`src/hdl/wsb_div.sv`:
```
// Pipelined restoring divider, one quotient bit per stage, with side payload.
// No dependencies.
module wsb_div #(
    parameter int DW = 8,   // divisor and remainder width
    parameter int QW = 8,   // quotient bits produced
    parameter int PW = 1    // side payload width
) (
    input  logic          i_clk,
    input  logic          i_rst_n,
    input  logic          i_en,
    input  logic          i_valid,
    input  logic [DW-1:0] i_rem,    // partial remainder, below the divisor
    input  logic [QW-1:0] i_lq,     // dividend bits still to shift in
    input  logic [DW-1:0] i_div,
    input  logic [PW-1:0] i_pay,
    output logic          o_valid,
    output logic [QW-1:0] o_quo,
    output logic [PW-1:0] o_pay
);

    logic [DW-1:0] r_rem [QW];
    logic [QW-1:0] r_lq  [QW];
    logic [DW-1:0] r_div [QW];
    logic [PW-1:0] r_pay [QW];
    logic          r_vld [QW];

    for (genvar g = 0; g < QW; g++) begin : g_stage
        logic [DW-1:0] s_rem, s_div;
        logic [QW-1:0] s_lq;
        logic [PW-1:0] s_pay;
        logic          s_vld;
        logic [DW:0]   s_try;
        logic          s_ge;

        if (g == 0) begin : g_first
            assign s_rem = i_rem;
            assign s_lq  = i_lq;
            assign s_div = i_div;
            assign s_pay = i_pay;
            assign s_vld = i_valid;
        end else begin : g_next
            assign s_rem = r_rem[g-1];
            assign s_lq  = r_lq[g-1];
            assign s_div = r_div[g-1];
            assign s_pay = r_pay[g-1];
            assign s_vld = r_vld[g-1];
        end

        assign s_try = {s_rem, s_lq[QW-1]};
        assign s_ge  = s_try >= {1'b0, s_div};

        always_ff @(posedge i_clk) begin
            if (!i_rst_n) begin
                r_vld[g] <= 1'b0;
            end else if (i_en) begin
                r_vld[g] <= s_vld;
            end
        end

        always_ff @(posedge i_clk) begin
            if (i_en) begin
                r_rem[g] <= s_ge ? DW'(s_try - {1'b0, s_div}) : s_try[DW-1:0];
                r_lq[g]  <= {s_lq[QW-2:0], s_ge};
                r_div[g] <= s_div;
                r_pay[g] <= s_pay;
            end
        end
    end

    assign o_valid = r_vld[QW-1];
    assign o_quo   = r_lq[QW-1];
    assign o_pay   = r_pay[QW-1];

endmodule

```
`config.mk`:
```
export PLATFORM = sky130hd
export DESIGN_NAME = wsb_div
export DESIGN_NICKNAME = d
export VERILOG_FILES = /design/src/hdl/wsb_div.sv
export SDC_FILE = /design/constraint.sdc
export NUM_CORES = 1
export LEC_CHECK = 0
export ABC_AREA = 1
export BUFFER_PORTS_ARGS = -buffer_cell sky130_fd_sc_hd__buf_2
export CAP_MARGIN = 40
export CELL_PAD_IN_SITES_DETAIL_PLACEMENT = 1
export CELL_PAD_IN_SITES_GLOBAL_PLACEMENT = 2
export CORE_ASPECT_RATIO = 2
export CORE_UTILIZATION = 41
export CTS_CLUSTER_SIZE = 30
export DETAILED_ROUTE_END_ITERATION = 10
export PLACE_DENSITY = 0.83
export SLEW_MARGIN = 40
export SYNTH_ARGS = -nofsm -noshare
export SYNTH_HDL_FRONTEND = slang
export SYNTH_SLANG_ARGS = --single-unit
```
`constraint.sdc`:
```
create_clock -name i_clk -period 2.4 [get_ports i_clk]
set_clock_uncertainty 0.15 [all_clocks]
set_input_delay 0.12 -clock i_clk [delete_from_list [all_inputs] [get_ports i_clk]]
set_output_delay 0.12 -clock i_clk [all_outputs]
set_load 0.01 [all_outputs]
```
# Yosys cells after proc, flatten, opt, wreduce, memory -nomap -nowiden
# Memories as Yosys holds them, arrays and structs flattened.
# Cells that the tools add are included.
[op_classes] muxes=21 bitwise_logic=8 add_sub_neg=8 eq_ne=0 div_mod_pow=0 mul=0 n_reduce_logical=0 n_shift=0 order_cmp=8
[ops] operator="$ge A9 B8 Y1" count=8
[ops] operator="$mux W8" count=8
[ops] operator="$sub A8 B8 Y8" count=8
[ops] operator="$mux W1" count=13
[ops] operator="$or A1 B1 Y1" count=8
[word_totals] wordCells=50 latch_bits=0 inputBits=29 reg_bits=0 n_memories=5 output_inout_bits=10 mem_bits_rw=208 rom_bits=0
[memory_table] name="r_div" depth=8 word_bits=8 rd=7 rd_ports_with_merged_regs=0 wr=8 line_no="23" source="logic [DW-1:0] r_div [QW];"
[memory_table] name="r_lq" depth=8 word_bits=8 rd=8 rd_ports_with_merged_regs=0 wr=8 line_no="22" source="logic [QW-1:0] r_lq [QW];"
[memory_table] name="r_rem" depth=8 word_bits=8 rd=7 rd_ports_with_merged_regs=0 wr=8 line_no="21" source="logic [DW-1:0] r_rem [QW];"
[memory_table] name="r_pay" depth=8 word_bits=1 rd=8 rd_ports_with_merged_regs=0 wr=8 line_no="24" source="logic [PW-1:0] r_pay [QW];"
[memory_table] name="r_vld" depth=8 word_bits=1 rd=8 rd_ports_with_merged_regs=0 wr=8 line_no="25" source="logic r_vld [QW];"

# Logic depth before layout (Yosys ltp)
[logic_depth] ltp_word=4 mapped_depth=11 mapped_depth_nobuf=11

# Worst setup path after synthesis
# No wires, ideal clock.
[synth_path] kind="reg2reg" from="mem r_rem[2][2] (netlist: r_rem[1][2])" to="mem r_rem[3][7] (netlist: r_rem[1][15]) (data pin)" arrival_time_ns=1.469 period_less_slack_ns=1.872 n_path_buf=0 path_slack_ns=0.528 stages_incl_launch_ff=10 required_ns=1.998 setup_ns=0.252 cell_sequence="edfxtp_1 -> ha_1 -> nand2_1 -> clkinv_1 -> a21oi_2 -> nand2_1 -> nand2_2 -> nand2_4 -> nand2_1 -> nand2_1"
[synth_lines] item="from (decl)" line_no="21"

==> run summary <==
outcome - completed
syn_area_per_cell - 9.904 sq um
Post-Layout Inst Area - 11640 sq um
Crit Path Max Fanout - 7
Cell Area, Placed - 10720 sq um
FF+latch count, synth - 192
Netlist cell types - 27
area fraction of the dominant cell type after synthesis - 56.77%
layout cells sized above 1 - 10.31%
antenna violations before repair - 0
HP Class - in2reg
total track usage - 22.69%
CTS buffer count - 17
Die Wd - 113.0 um
vias in the first global route - 8179
Max Root-Sink Buffers - 2
Inst Count DP - 1354
Residual DRC - 0
Critical Path RT - 2.46 ns
measured slew at the worst slew-check pin - 0.5591 ns
Layout area overhead - 15.23%
final wirelength - 26160 um
n_diodes - 0
Synth area leader - edfxtp_1
core region area - 24020 sq um
Arr. time, crit path - 2.31 ns
Yosys warning count - 0
Seq/Total Area, Yosys - 56.97%
Synthesized Nets - 1120
Final Max Tran Viols - 0
Crit path max-delay family - simple AND/OR/NAND/NOR gates
CP cell instances - ha_1, nand2_1, nor3_2, nand2_4, buf_4, nand3_1, nand2_1
first-pass iteration count of the detailed router - 4
Setup CP Type - reg2reg
final setup fails - 0
Fill cells - 2716
Antenna Nets Post-Route - 0
Mapped Cells - 1020
crit end category - flip-flop
most used cell along the critical path - nand2_1
GRT overflow - 0
H-Tree Depth - 4
Clock Tree Root - clkbuf_16
Clock Sinks - 192
CTS clk-pin slew, worst paths - 0.07 ns
vias - 7254
chip height - 224.0 um
Hold Violations, Final - 0
Setup Buffers After CTS - 0
clock tree from TritonCTS - yes
largest net degree at the start of global routing - 65
Net count, final - 1212
leakage - 0.005459 uW
hpwl dp - 21260 um
crit path time final - 2.247 ns
Worst-Skew Late Latency - 0.45 ns
Final Cycle Share - 93.64%
Routed WL per cell - 18.53 um
RSZ-0062 raised after global routing - false
GPL Wtd Cong - 0.9009
largest cells by area after synthesis - edfxtp_1 57%, nand2_1 12%, ha_1 7.9%
Critical Path Source Type - flip-flop
I/O Pins - 39
first-pass GRT wire length - 41140 um
Pwr per Cell Area - 1034 nW/um^2
Achievable Freq - 0.4450 GHz
Via density - 5.137
Max stage delay on crit path - 0.44 ns
Starting DRT DRC Count - 288
Slew headroom - 62.73%
Port Buffers - 38
final non-filler cell total - 1412
Crit-path slowest cell - edfxtp_1
total die area - 25310 sq um
Row Count - 80
Max-cap violations - 0
Netlist Area Pre-Place - 10100 sq um
worst path bufs/invs - 1
Max VDD drop - 0.0004094 V
initial core utilization - 42.05%
cell families (layout without fill, tap and decap cells):
logic type	Yosys count	in the layout	share of synthesized area, %
AOI/OAI and AO/OA	34	34	1.907
xor gates and xnor gates	21	21	1.821
adders and majority gates	71	71	9.314
buffers and inverters	192	297	7.691
DFF	192	192	56.97
and+or+nand+nor	510	510	22.29
worst register-to-register path, stage by stage (launching register included):
cell,delay (ns)
edfxtp_1,0.44
ha_1,0.44
nand2_1,0.20
nor3_2,0.33
nand2_4,0.15
buf_4,0.17
nand3_1,0.06
nand2_1,0.06
cells in the mapped netlist:
| master | instances |
|---|---|
| a21oi_1 | 26 |
| a21oi_2 | 6 |
| and2_1 | 1 |
| buf_4 | 3 |
| buf_6 | 6 |
| clkinv_1 | 4 |
| dfxtp_1 | 1 |
| edfxtp_1 | 191 |
| fa_1 | 7 |
| ha_1 | 64 |
| inv_1 | 179 |
| nand2_1 | 311 |
| nand2_2 | 5 |
| nand2_4 | 9 |
| nand2_8 | 2 |
| nand3_1 | 103 |
| nand3b_1 | 3 |
| nand4_1 | 16 |
| nor2_1 | 44 |
| nor2_2 | 5 |
| nor2_4 | 1 |
| nor2b_4 | 1 |
| nor3_1 | 8 |
| o21ai_0 | 2 |
| or2_0 | 1 |
| xnor2_1 | 7 |
| xor2_1 | 14 |
path summary, 6_finish.rpt:
kind	from	end	slack (ns)	cells past startpoint
max	r_rem[1][12]	r_rem[2][4]	0.15	7
min	i_rem[7]	r_lq[0][0]	0.07	4
max reg2reg	r_rem[1][12]	r_rem[2][4]	0.15	7
min reg2reg	r_lq[1][6]	r_lq[1][15]	0.27	0
cell usage in the layout (no fill, tap or decap), drive strengths merged:
master / n
ha: 64
clkinvlp: 2
xor2: 14
and2: 1
nor3: 8
dfxtp: 1
a21oi: 32
nor2b: 1
buf: 55
nand2: 327
fa: 7
o21ai: 2
clkinv: 7
or2: 1
clkbuf: 21
nand3: 103
xnor2: 7
bufinv: 5
nor2: 50
inv: 181
nand4: 16
edfxtp: 191
nand3b: 3
dlygate4sd3: 26
layer usage:
layer / up-vias / share of wire [%] / track usage (%)
li1: 3524 / - / -
met1: 3513 / 24 / 14.18
met2: 131 / 67 / 51.43
met3: 86 / 1.8 / 4.085
met4: 0 / 6.9 / 15.66
met5: - / 0 / 0
registers in the layout, summed over array words and instances (netlist names):
register and cells:
r_div 56, r_pay 8, r_vld 8, r_lq 64, r_rem 56
final cells by class:
| cell class | count | area (sq um) | area share (%) |
|---|---|---|---|
| Timing Repair Buffer | 82 | 606.8 | 5.213 |
| Tap cell | 287 | 359.1 | 3.085 |
| Multi-Input combinational cell | 636 | 3591 | 30.85 |
| Clock buffer | 20 | 436.7 | 3.751 |
| Sequential cell | 192 | 5756 | 49.44 |
| Inverter | 183 | 686.9 | 5.901 |
| Clock inverter | 12 | 205.2 | 1.763 |
repair_timing:
action / in CTS / in global routing
endpoints found under the hold margin: 27 / 0
endpoints found under the setup margin: 3 / 24
hold buffers: 26 / 0
pin swaps: 0 / 0
resized for setup: 1 / 4
power breakdown:
part	switching [uW]	internal, uW
Clock	1270	1860
Combinational	2640	1450
Sequential	346	4480
metrics by stage:
| step | power (uW) | hold slack [ns] | worst slack [ns] | TNS, ns | util (%) |
|---|---|---|---|---|---|
| after floorplan | 7646 | 0.06887 | 0.5281 | 0 | - |
| after global placement | 8876 | 0.1463 | 0.004317 | 0 | 44.61 |
| after detailed placement | 8986 | 0.1509 | -0.01859 | -0.01978 | 44.61 |
| after CTS | 12170 | 0.06795 | 0.06800 | 0 | 48.39 |
| after global routing | 12860 | 0.09904 | 0.03318 | 0 | 48.46 |
| final | 12040 | 0.07478 | 0.1526 | 0 | 48.46 |
(Power assumes the default switching activity.)
